<file path="src/sv/bsle_pkg.sv">
// bsle_pkg: shared types and constants for the button shift layer event block
// no dependencies
`timescale 1ns / 1ps

package bsle_pkg;

  // width of the button mask carried by one sample
  localparam int BTN_W = 12;
  // width of the key index field of one result beat
  localparam int KEY_W = 4;
  // default number of mapped keys
  localparam int NUM_KEYS_DEF = 12;

  // one event slot: a lane can raise up to two of these per sample
  typedef struct packed {
    logic vld;
    logic layer;
    logic pressed;
  } slot_t;

  // low slot first, high slot second, in report order
  typedef struct packed {
    slot_t hi;
    slot_t lo;
  } lane_ev_t;

endpackage

</file>
<file path="src/sv/bsle_if.sv">
// bsle_in_if and bsle_out_if: valid/ready channels for samples and key events
// depends on bsle_pkg for field widths
`timescale 1ns / 1ps

interface bsle_in_if;
  logic                       valid;
  logic                       ready;
  logic [bsle_pkg::BTN_W-1:0] button_bits;
  logic                       shift_held;

  modport source(output valid, output button_bits, output shift_held, input ready);
  modport sink(input valid, input button_bits, input shift_held, output ready);
endinterface

interface bsle_out_if;
  logic                       valid;
  logic                       ready;
  logic [bsle_pkg::KEY_W-1:0] key_index;
  logic                       shift_layer;
  logic                       pressed;
  logic                       last_event;

  modport source(output valid, output key_index, output shift_layer, output pressed,
                 output last_event, input ready);
  modport sink(input valid, input key_index, input shift_layer, input pressed,
               input last_event, output ready);
endinterface

</file>
<file path="src/sv/bsle_lane.sv">
// bsle_lane: per-key core, holds the standard and shift layer flags of one key
// and decides the up to two events a sample causes for it; uses bsle_pkg
`timescale 1ns / 1ps

module bsle_lane (
  input  logic               clk,
  input  logic               rst,
  input  logic               load,
  input  logic               shift,
  input  logic               cur,
  input  logic               diff,
  output bsle_pkg::lane_ev_t ev
);

  logic std_down;
  logic std_down_next;
  logic shf_down;
  logic shf_down_next;

  always_comb begin
    ev            = '0;
    std_down_next = std_down;
    shf_down_next = shf_down;
    if (shift) begin
      if (diff) begin
        if (std_down) begin
          // changed while shift held: only drop the standard press
          ev.lo         = '{vld: 1'b1, layer: 1'b0, pressed: 1'b0};
          std_down_next = 1'b0;
        end else begin
          ev.lo         = '{vld: 1'b1, layer: 1'b1, pressed: cur};
          shf_down_next = cur;
        end
      end
    end else begin
      if (shf_down) begin
        ev.lo         = '{vld: 1'b1, layer: 1'b1, pressed: 1'b0};
        shf_down_next = 1'b0;
      end
      if (diff) begin
        ev.hi         = '{vld: 1'b1, layer: 1'b0, pressed: cur};
        std_down_next = cur;
      end
    end
  end

  always_ff @(posedge clk) begin
    if (rst) begin
      std_down <= 1'b0;
      shf_down <= 1'b0;
    end else if (load) begin
      std_down <= std_down_next;
      shf_down <= shf_down_next;
    end
  end

endmodule

</file>
<file path="src/sv/bsle_merge.sv">
// bsle_merge: collects one sample's lane events, sends them one beat per
// cycle when not stalled, lowest key first, via an output reg; uses bsle_pkg
`timescale 1ns / 1ps

module bsle_merge #(
  parameter int NUM_KEYS = bsle_pkg::NUM_KEYS_DEF
) (
  input  logic                              clk,
  input  logic                              rst,
  input  logic                              load,
  input  bsle_pkg::lane_ev_t [NUM_KEYS-1:0] lane_ev,
  output logic                              can_load,
  bsle_out_if.source                        key_out
);

  localparam int NSLOT = 2 * NUM_KEYS;

  logic [NSLOT-1:0] pend;
  logic [NSLOT-1:0] pend_next;
  logic [NSLOT-1:0] layer_q;
  logic [NSLOT-1:0] pressed_q;
  logic [NSLOT-1:0] low;
  logic [NSLOT-1:0] rest;
  logic             pop;

  logic                       sel_layer;
  logic                       sel_pressed;
  logic [bsle_pkg::KEY_W-1:0] sel_key;

  assign low  = pend & (~pend + NSLOT'(1));
  assign rest = pend & ~low;
  assign pop  = (|pend) && (!key_out.valid || key_out.ready);
  // next sample may enter once the pending set is empty or drains this cycle
  assign can_load = pop ? (rest == '0) : (pend == '0);

  always_comb begin
    sel_layer   = 1'b0;
    sel_pressed = 1'b0;
    sel_key     = '0;
    for (int s = 0; s < NSLOT; s++) begin
      if (low[s]) begin
        sel_layer   = layer_q[s];
        sel_pressed = pressed_q[s];
        sel_key     = bsle_pkg::KEY_W'(s >> 1);
      end
    end
  end

  always_comb begin
    pend_next = pend;
    if (load) begin
      for (int k = 0; k < NUM_KEYS; k++) begin
        pend_next[2*k]   = lane_ev[k].lo.vld;
        pend_next[2*k+1] = lane_ev[k].hi.vld;
      end
    end else if (pop) begin
      pend_next = rest;
    end
  end

  always_ff @(posedge clk) begin
    if (rst) begin
      pend          <= '0;
      key_out.valid <= 1'b0;
    end else begin
      pend <= pend_next;
      if (pop) begin
        key_out.valid <= 1'b1;
      end else if (key_out.ready) begin
        key_out.valid <= 1'b0;
      end
    end
  end

  always_ff @(posedge clk) begin
    if (load) begin
      for (int k = 0; k < NUM_KEYS; k++) begin
        layer_q[2*k]     <= lane_ev[k].lo.layer;
        pressed_q[2*k]   <= lane_ev[k].lo.pressed;
        layer_q[2*k+1]   <= lane_ev[k].hi.layer;
        pressed_q[2*k+1] <= lane_ev[k].hi.pressed;
      end
    end
    if (pop) begin
      key_out.key_index   <= sel_key;
      key_out.shift_layer <= sel_layer;
      key_out.pressed     <= sel_pressed;
      key_out.last_event  <= (rest == '0);
    end
  end

endmodule

</file>
<file path="src/sv/button_shift_layer_events.sv">
// button_shift_layer_events: top level, one lane per key plus the event merger
// depends on bsle_pkg, bsle_if, bsle_lane, bsle_merge
`timescale 1ns / 1ps

// Usage
// sample channel: one beat is a controller sample, button_bits (bit i is key i)
// and shift_held. key_out channel: one beat per key event, in key order, with
// the low-index event of a key first; last_event marks the final beat that a
// sample caused. A sample that changes nothing and releases nothing causes no
// beat at all.
// The first event of a sample passes through the merger's pending set and then
// its output register. Throughput: events leave one per cycle while the
// receiver is ready; a sample causes up to 2*NUM_KEYS events and the merger's
// pending set drains one beat at a time. The next sample is taken in the same
// cycle as the last event of the previous one moves into the output register.
// Reset clears the previous mask, both layer flags of every key and all
// pending events. When the receiver stalls, the output register holds its beat
// and the block stops taking samples once its pending set is not draining.
module button_shift_layer_events #(
  parameter int NUM_KEYS = bsle_pkg::NUM_KEYS_DEF
) (
  input  logic        clk,
  input  logic        rst,
  bsle_in_if.sink     sample,
  bsle_out_if.source  key_out
);

  logic [bsle_pkg::BTN_W-1:0] previous_buttons;
  logic [bsle_pkg::BTN_W-1:0] changed;
  logic                       accept;
  logic                       can_load;

  bsle_pkg::lane_ev_t [NUM_KEYS-1:0] lane_ev;

  assign sample.ready = can_load;
  assign accept       = sample.valid && can_load;
  assign changed      = sample.button_bits ^ previous_buttons;

  always_ff @(posedge clk) begin
    if (rst) begin
      previous_buttons <= '0;
    end else if (accept) begin
      previous_buttons <= sample.button_bits;
    end
  end

  for (genvar i = 0; i < NUM_KEYS; i++) begin : g_lane
    logic cur;
    logic diff;
    if (i < bsle_pkg::BTN_W) begin : g_btn
      assign cur  = sample.button_bits[i];
      assign diff = changed[i];
    end else begin : g_none
      // keys past the mask width stay released
      assign cur  = 1'b0;
      assign diff = 1'b0;
    end

    bsle_lane u_lane (
      .clk   (clk),
      .rst   (rst),
      .load  (accept),
      .shift (sample.shift_held),
      .cur   (cur),
      .diff  (diff),
      .ev    (lane_ev[i])
    );
  end

  bsle_merge #(
    .NUM_KEYS(NUM_KEYS)
  ) u_merge (
    .clk      (clk),
    .rst      (rst),
    .load     (accept),
    .lane_ev  (lane_ev),
    .can_load (can_load),
    .key_out  (key_out)
  );

endmodule
</file>
<file path="src/flat_wrapper.sv">
// flat-port wrapper written by rule: the top's interface ports become plain ports
module button_shift_layer_events_flat 
#(
  parameter int NUM_KEYS = bsle_pkg::NUM_KEYS_DEF
)
  (clk, rst, sample_valid, sample_button_bits, sample_shift_held, sample_ready, key_out_valid, key_out_key_index, key_out_shift_layer, key_out_pressed, key_out_last_event, key_out_ready);
  bsle_in_if sample_i ();
  bsle_out_if key_out_i ();
  input  logic clk;
  input  logic rst;
  input wire logic [$bits(sample_i.valid)-1:0] sample_valid;
  input wire logic [$bits(sample_i.button_bits)-1:0] sample_button_bits;
  input wire logic [$bits(sample_i.shift_held)-1:0] sample_shift_held;
  output wire logic [$bits(sample_i.ready)-1:0] sample_ready;
  output wire logic [$bits(key_out_i.valid)-1:0] key_out_valid;
  output wire logic [$bits(key_out_i.key_index)-1:0] key_out_key_index;
  output wire logic [$bits(key_out_i.shift_layer)-1:0] key_out_shift_layer;
  output wire logic [$bits(key_out_i.pressed)-1:0] key_out_pressed;
  output wire logic [$bits(key_out_i.last_event)-1:0] key_out_last_event;
  input wire logic [$bits(key_out_i.ready)-1:0] key_out_ready;
  assign sample_i.valid = sample_valid;
  assign sample_i.button_bits = sample_button_bits;
  assign sample_i.shift_held = sample_shift_held;
  assign sample_ready = sample_i.ready;
  assign key_out_valid = key_out_i.valid;
  assign key_out_key_index = key_out_i.key_index;
  assign key_out_shift_layer = key_out_i.shift_layer;
  assign key_out_pressed = key_out_i.pressed;
  assign key_out_last_event = key_out_i.last_event;
  assign key_out_i.ready = key_out_ready;
  button_shift_layer_events #(.NUM_KEYS(NUM_KEYS)) u_core (.clk(clk), .rst(rst), .sample(sample_i), .key_out(key_out_i));
endmodule
</file>
<file path="config.mk">
export PLATFORM = sky130hd
export DESIGN_NAME = button_shift_layer_events_flat
export DESIGN_NICKNAME = d
export VERILOG_FILES = /design/src/sv/bsle_pkg.sv /design/src/sv/bsle_if.sv /design/src/sv/bsle_lane.sv /design/src/sv/bsle_merge.sv /design/src/sv/button_shift_layer_events.sv /design/src/flat_wrapper.sv
export SDC_FILE = /design/constraint.sdc
export NUM_CORES = 1
export LEC_CHECK = 0
export ABC_AREA = 1
export CAP_MARGIN = 25
export CORE_MARGIN = 3
export CORE_UTILIZATION = 46
export CTS_BUF_LIST = sky130_fd_sc_hd__clkbuf_8
export DETAILED_ROUTE_END_ITERATION = 7
export DONT_BUFFER_PORTS = 1
export PLACE_DENSITY = 0.6
export RECOVER_POWER = 50
export SYNTH_ARGS = -nofsm -noshare
export SYNTH_HDL_FRONTEND = slang
export SYNTH_SLANG_ARGS = --single-unit
</file>
<file path="constraint.sdc">
create_clock -name clk -period 3.3 [get_ports clk]
set_input_delay 0 -clock clk [delete_from_list [all_inputs] [get_ports clk]]
set_output_delay 0 -clock clk [all_outputs]
set_load 0.01 [all_outputs]
</file>
# After elaboration in Yosys (flattened, before gate mapping)
# Cells that the tools add are included.
dict set report totals {
  register_bits 116
  in_bits 17
  output_inout_bits 9
  elab_cells 355
}
dict set report op_classes {
  addsub 1
  eq_ne 24
  muxes 217
  n_bitwise 17
  reduce_logical 48
}
# operator n
set op_table {}
lappend op_table {{two-way mux 3 bit} 60}
lappend op_table {{two-way mux 1 bit} 126}
lappend op_table {{two-way mux 4 bit} 13}
lappend op_table {{bitwise AND 24 bit} 2}
lappend op_table {{logical NOT 24 bit} 2}
lappend op_table {{two-way mux 24 bit} 2}
lappend op_table {{inverter 24 bit} 2}
lappend op_table {{AND reduction 3 bit} 12}
lappend op_table {{two-way mux 2 bit} 16}
lappend op_table {{OR reduction 2 bit} 13}
lappend op_table {{adder 24 x 1 -> 24 bit (second input constant)} 1}
lappend op_table {{inequality test 2 x 1 -> 1 bit (second input constant)} 12}
lappend op_table {{inequality test 2 bit (second input constant)} 12}
lappend op_table {{AND reduction 2 bit} 12}
lappend op_table {{OR reduction 24 bit} 1}
lappend op_table {{inverter 1 bit} 12}
lappend op_table {{bitwise XOR 12 bit} 1}
lappend op_table {{OR reduction 8 bit} 1}
lappend op_table {{nonzero test 2 bit} 2}
lappend op_table {{OR reduction 4 bit} 1}
lappend op_table {{logical AND 1 bit} 2}
lappend op_table {{logical NOT 1 bit} 1}
lappend op_table {{logical OR 1 bit} 1}

# Logic depth before layout (Yosys ltp)
dict set report depth {
  word_depth 27
  ltp_mapped 19
  ltp_nobuf 19
}

# By module
# Synthesis repeated with hierarchy kept, for this count alone.
dict set report unflattened {
  hier_cells 846
  area_unflattened_um2 6177.2
}
# mod n_inst cells_each area_per_inst_um2 seq_area_each_um2
set modules_own_cells {}
lappend modules_own_cells {bsle_merge 1 396 3677.3 2152.1}
lappend modules_own_cells {bsle_lane 12 30 157.7 40.0}
lappend modules_own_cells {button_shift_layer_events 1 90 608.1 240.2}

# Worst setup path before layout
# Ideal clock, no wire load.
dict set report synth_timing {
  kind {reg2reg}
  from {register u_core.u_merge.pend[0]}
  to {register u_core.u_merge.layer_q[0] (enable)}
  setup_time_ps 334
  arrival_time_ps 2255
  required_time_ps 2966
  slack_ps 711
  path_stages_with_launch 15
  n_path_buf 1
  synth_period_minus_slack_ps 2589
  cell_sequence {dfxtp_1 nor2_4 nand2_4 nor2_4 nand2_4 nor2_8 nand2_4 nor2_8 nand2_2 nand2_2 nand3b_4 nor2_4 nand3_4 a21boi_4 buf_6}
}
dict set report synth_between {
  elab_chain_cells 8
  word_cells_on_any_way 11
  cone_classes {add/sub: 1; mux: 1; bitwise: 4; reduce/logical: 5}
}
# element line
set synth_lines {}
lappend synth_lines {{from (decl)} bsle_merge.sv:18} ;# logic [NSLOT-1:0] pend;
lappend synth_lines {{from (signal assigned)} bsle_merge.sv:66} ;# pend <= pend_next;
lappend synth_lines {{inverter 24 bit} bsle_merge.sv:30} ;# assign low = pend & (~pend + NSLOT'(1));
lappend synth_lines {{adder 24 x 1 -> 24 bit} bsle_merge.sv:30}
lappend synth_lines {{bitwise AND 24 bit} bsle_merge.sv:30}
lappend synth_lines {{inverter 24 bit} bsle_merge.sv:31} ;# assign rest = pend & ~low;
lappend synth_lines {{bitwise AND 24 bit} bsle_merge.sv:31}
lappend synth_lines {{logical NOT 24 bit} bsle_merge.sv:34} ;# assign can_load = pop ? (rest == '0) : (pend == '0);
lappend synth_lines {{two-way mux 1 bit (*)} bsle_merge.sv:34}
lappend synth_lines {{logical AND 1 bit (*)} button_shift_layer_events.sv:36} ;# assign accept = sample.valid && can_load;
lappend synth_lines {{via u_core.accept} button_shift_layer_events.sv:30} ;# logic accept;
lappend synth_lines {{to (signal, indexed assignment)} bsle_merge.sv:78} ;# layer_q[2*k] <= lane_ev[k].lo.layer;
lappend synth_lines {{to (signal, indexed assignment)} bsle_merge.sv:80} ;# layer_q[2*k+1] <= lane_ev[k].hi.layer;
lappend synth_lines {{to (decl)} bsle_merge.sv:20} ;# logic [NSLOT-1:0] layer_q;
# Mark *: on every way through the listed nets, which the timed path passes. The rest lies on a longest branch.
# A chain may end at the register's enable or synchronous reset.

# Worst setup path after layout
dict set report layout_timing {
  from {register u_core.u_merge.pend[0]}
  to {register u_core.u_merge.pend[15]}
}
dict set report layout_between {
  elab_chain_cells 9
  word_cells_on_any_way 14
  cone_classes {add/sub: 1; mux: 3; bitwise: 4; reduce/logical: 6}
}
# element line
set layout_lines {}
lappend layout_lines {{inverter 24 bit} bsle_merge.sv:30}
lappend layout_lines {{adder 24 x 1 -> 24 bit} bsle_merge.sv:30}
lappend layout_lines {{bitwise AND 24 bit} bsle_merge.sv:30}
lappend layout_lines {{inverter 24 bit} bsle_merge.sv:31}
lappend layout_lines {{bitwise AND 24 bit} bsle_merge.sv:31}
lappend layout_lines {{logical NOT 24 bit} bsle_merge.sv:34}
lappend layout_lines {{two-way mux 1 bit} bsle_merge.sv:34}
lappend layout_lines {{logical AND 1 bit} button_shift_layer_events.sv:36}
lappend layout_lines {{two-way mux 24 bit or nonzero test 2 bit (tied branches)} --}
# Several ways; a longest one is shown, not always the timed one. The select of a mux whose other input is x is not followed.

==> run_results.csv <==
group,metric,value,unit
outcome,status,"complete, no violations",
pwr,p_per_area,1070,mW/mm^2
setup_path,required,3.57,ns
yosys,synthesis.instances,749,
pwr,share_comb_of_total_power,53.5,%
timing,slew_viol_final,0,
timing,fmax,332,MHz
setup_path,cp_top_family,"simple AND/OR/NAND/NOR gates",
setup_path,start_kind,"flip-flop",
setup_path,critPathBufInv,1,
setup_path,crit_fanout,15,
floorplanning,io_pins,26,
setup_path,path_class,"flip-flop to flip-flop",
setup_path,critPathSlowestCell,"clkbuf_1",
floorplanning,core,0.0116,sq mm
drt,drc_errors,0,
yosys,synth.yosys.seq_area_share,45.2,%
setup_path,slowest_delay,0.66,ns
drt,vias,4894,
grt,grt_pass1_vias,4321,
cts,cts_tree,"built",
layout,insertedDiodeCount,0,
timing,relSlewSlack,33.2,%
yosys,ys_types,41,
cts,clockRootBuffer,"clkbuf_8",
cts,clock_latency,0.37,ns
min_path,hold_path_class,"input pin to flip-flop",
timing,setup_viol_count_final,0,
flow_run,max-cap-violations,0,
timing,tns,0,ns
yosys,ys_warn_count,0,
drt,drt_iter0_markers,417,
pwr,ir_drop,567,uV
layout,area_delta_synth_final,8.44,%
pwr,p_clk_share,10.9,%
grt,antenna_found_initial,0,
cts,htree_num_levels,3,
floorplanning,rows,39,
timing,finalHoldViolations,0,
floorplanning,dieArea,0.0134,sq mm
layout,design_area,0.00603,sq mm
cts,cts_buffers,9,
place,place_congestion,1.01,
drt,post_drt_wl_per_cell,16.2,microns
setup_path,crit_chain,"nor2_4 > nand2_4 > nor2_4 > nand2_4 > nor2_8 > nand2_4 > nor2_8 > nand4_4 > nand2_4 > clkbuf_1 > nand2_4 > o21ai_0 > nor2_1",
cts,clk_pin_slew,0.10,ns
pwr,swShare,49.1,%
place,io_buffer_count,0,
yosys,postSynthAreaPerCell,7.42,sq um
grt,grt_pass1_wl,23300,microns
pwr,switching_power,3.16,mW
grt,overflow,0,
yosys,ys_ff_latch,104,
setup_path,arrival,3.28,ns
timing,period_minus_slack,3.01,ns
timing,rsz0062_at_grt,"false",
floorplanning,die_h,116,microns
drt,drt-total-wl,14700,microns
grt,track_usage,22.6,%
drt,first_pass_iters,5,
pwr,intPower,3.28,mW
yosys,synth_area,0.00556,sq mm
layout,drive_gt1_share,7.34,%
layout,fin_nets,775,
setup_path,timing.reg2reg.setup_slack,0.29,ns
drt,postRouteAntennaNets,0,
place,placed_area,0.00567,sq mm
grt,grt_max_degree,80,
layout,utilization,51.9,%
cts,cts.sinks,104,
cts,clockBufferDepth,2,
setup_path,cpMostUsedCell,"nand2_4",
timing,tightest_slew,1.00,ns
yosys,syn-num-nets,766,
timing,fin_crit_sh,91.3,%
pwr,p_leak,2.54,nW
place,place_hpwl,10100,microns
setup_path,endpoint_kind,"flip-flop",
drt,vias_per_cell,5.40,
floorplanning,initial_core_util,47.9,%
pwr,seqPwrFrac,35.6,%
floorplanning,die_w,116,microns
timing,fin_skew,0.00717,ns
[power by group through the flow]
stage	Clock, mW	Combinational [mW]	Sequential, mW
3_3_place_gp	0	3.37	2.31
4_1_cts	0.721	3.45	2.28
2_1_floorplan	0	2.60	2.21
6_report	0.701	3.45	2.29
5_1_grt	0.771	3.82	2.34
3_5_place_dp	0	3.39	2.32
[area by class of cell]
type | instances | area [sq um]
inverters | 94 | 353
fillers | 1163 | 5580
repair buffers | 25 | 270
clock inverters | 7 | 35.0
multi-input cells | 524 | 2560
well taps | 143 | 179
flip-flops and latches | 104 | 2510
clock buffers | 9 | 124
[worst paths after layout]
| path | from | to | cells past startpoint |
|---|---|---|---|
| hold / removal | sample_button_bits[4] | u_core.g_lane[4].u_lane.std_down$_SDFFE_PP0P_ | 4 |
| setup reg to reg | u_core.u_merge.pend[0]$_SDFFE_PP0P_ | u_core.u_merge.pend[15]$_SDFFE_PP0P_ | 13 |
| setup / recovery | u_core.u_merge.pend[0]$_SDFFE_PP0P_ | u_core.u_merge.pend[15]$_SDFFE_PP0P_ | 13 |
| hold reg to reg | u_core.g_lane[10].u_lane.shf_down$_SDFFE_PP0P_ | u_core.g_lane[10].u_lane.shf_down$_SDFFE_PP0P_ | 2 |
[layer usage]
layer	wire [microns]	vias up	global-route usage, %
met4	272	0	8.12
met2	5930	190	30.2
met3	1090	24	3.97
met1	7410	2217	35.8
met5	0	-	0
li1	-	2463	-
[state kept, by name (all words and copies together), names as in the netlist]
| signal | cells |
|---|---|
| u_core.u_merge.pend | 24 |
| u_core.previous_buttons | 12 |
| u_core.u_merge.key_out.shift_layer | 1 |
| u_core.u_merge.key_out.valid | 1 |
| u_core.u_merge.key_out.key_index | 4 |
| u_core.u_merge.pressed_q | 24 |
| u_core.g_lane.u_lane.shf_down | 12 |
| u_core.g_lane.u_lane.std_down | 12 |
| u_core.u_merge.key_out.pressed | 1 |
| u_core.u_merge.layer_q | 12 |
| u_core.u_merge.key_out.last_event | 1 |
[synth_stat cells (all sizes together)]
| master | instances | area, sq um |
|---|---|---|
| dfxtp | 61 | 1220 |
| xor2 | 1 | 8.76 |
| inv | 93 | 349 |
| clkinv | 1 | 3.75 |
| nand4 | 9 | 77.6 |
| nand3b | 5 | 50.1 |
| buf | 13 | 91.3 |
| nand2 | 175 | 717 |
| a21oi | 50 | 250 |
| o22ai | 4 | 25.0 |
| nor3 | 6 | 30.0 |
| a32o | 1 | 10.0 |
| xnor2 | 3 | 26.3 |
| o211ai | 1 | 7.51 |
| nor2 | 110 | 493 |
| nor4 | 2 | 12.5 |
| a21boi | 1 | 18.8 |
| edfxtp | 43 | 1290 |
| o31ai | 2 | 15.0 |
| o211a | 1 | 10.0 |
| clkbuf | 14 | 52.6 |
| a31oi | 3 | 18.8 |
| o2111ai | 1 | 8.76 |
| or2 | 8 | 50.1 |
| a221oi | 1 | 8.76 |
| nand3 | 69 | 358 |
| o21ai | 71 | 355 |
[placed cells by master, fill, tap and decap left out, types with 5 or more instances in the layout]
master         Yosys  layout
a21oi_1           50      50
clkbuf_8           0       9
dfxtp_1           61      61
dlygate4sd3_1      0      16
edfxtp_1          43      43
inv_1             90      94
nand2_1          163     163
nand2_2            6       5
nand2_4            6       7
nand3_1           68      68
nand4_1            7       7
nor2_1           101     101
nor2_4             6       6
nor3_1             6       6
o21ai_0           55      55
o21ai_1           16      16
or2_2              8       8
[tightest hold or removal path: cells and delay by family]
kind / cells / cell delay (ns)
and+or+nand+nor: 2 / 0.15
AOI/OAI and AO/OA: 1 / 0.06
xor gates and xnor gates: 1 / 0.15
[logic make-up (layout without fill, tap and decap cells)]
group                     count (synthesis)  in the layout  synth area share (%)
buffers and inverters                   121            135                  8.93
AOI/OAI and AO/OA                       136            136                  13.1
DFF                                     104            104                  45.2
and+or+nand+nor                         384            384                  32.2
xor gates and xnor gates                  4              4                 0.630
[per-stage QoR]
| step | std cells | setup WS (ns) | hold WS [ns] | power [mW] |
|---|---|---|---|---|
| floorplan | 749 | 0.711 | 0.145 | 4.81 |
| global placement | 872 | 0.525 | 0.0733 | 5.68 |
| detailed placement | 872 | 0.416 | 0.0759 | 5.71 |
| CTS | 906 | 0.364 | 0.00472 | 6.45 |
| global route | 906 | 0.0563 | 0.0460 | 6.93 |
| finish | 906 | 0.288 | 0.0227 | 6.44 |
[what timing repair did]
action                                  in CTS  in global routing
hold buffers                                18                  0
hold endpoints to repair                    83                  0
resized for setup                            0                  1
setup buffers                                0                  0
endpoints found under the setup margin       0                  1
Note: power is estimated with default switching activity, not from simulation.
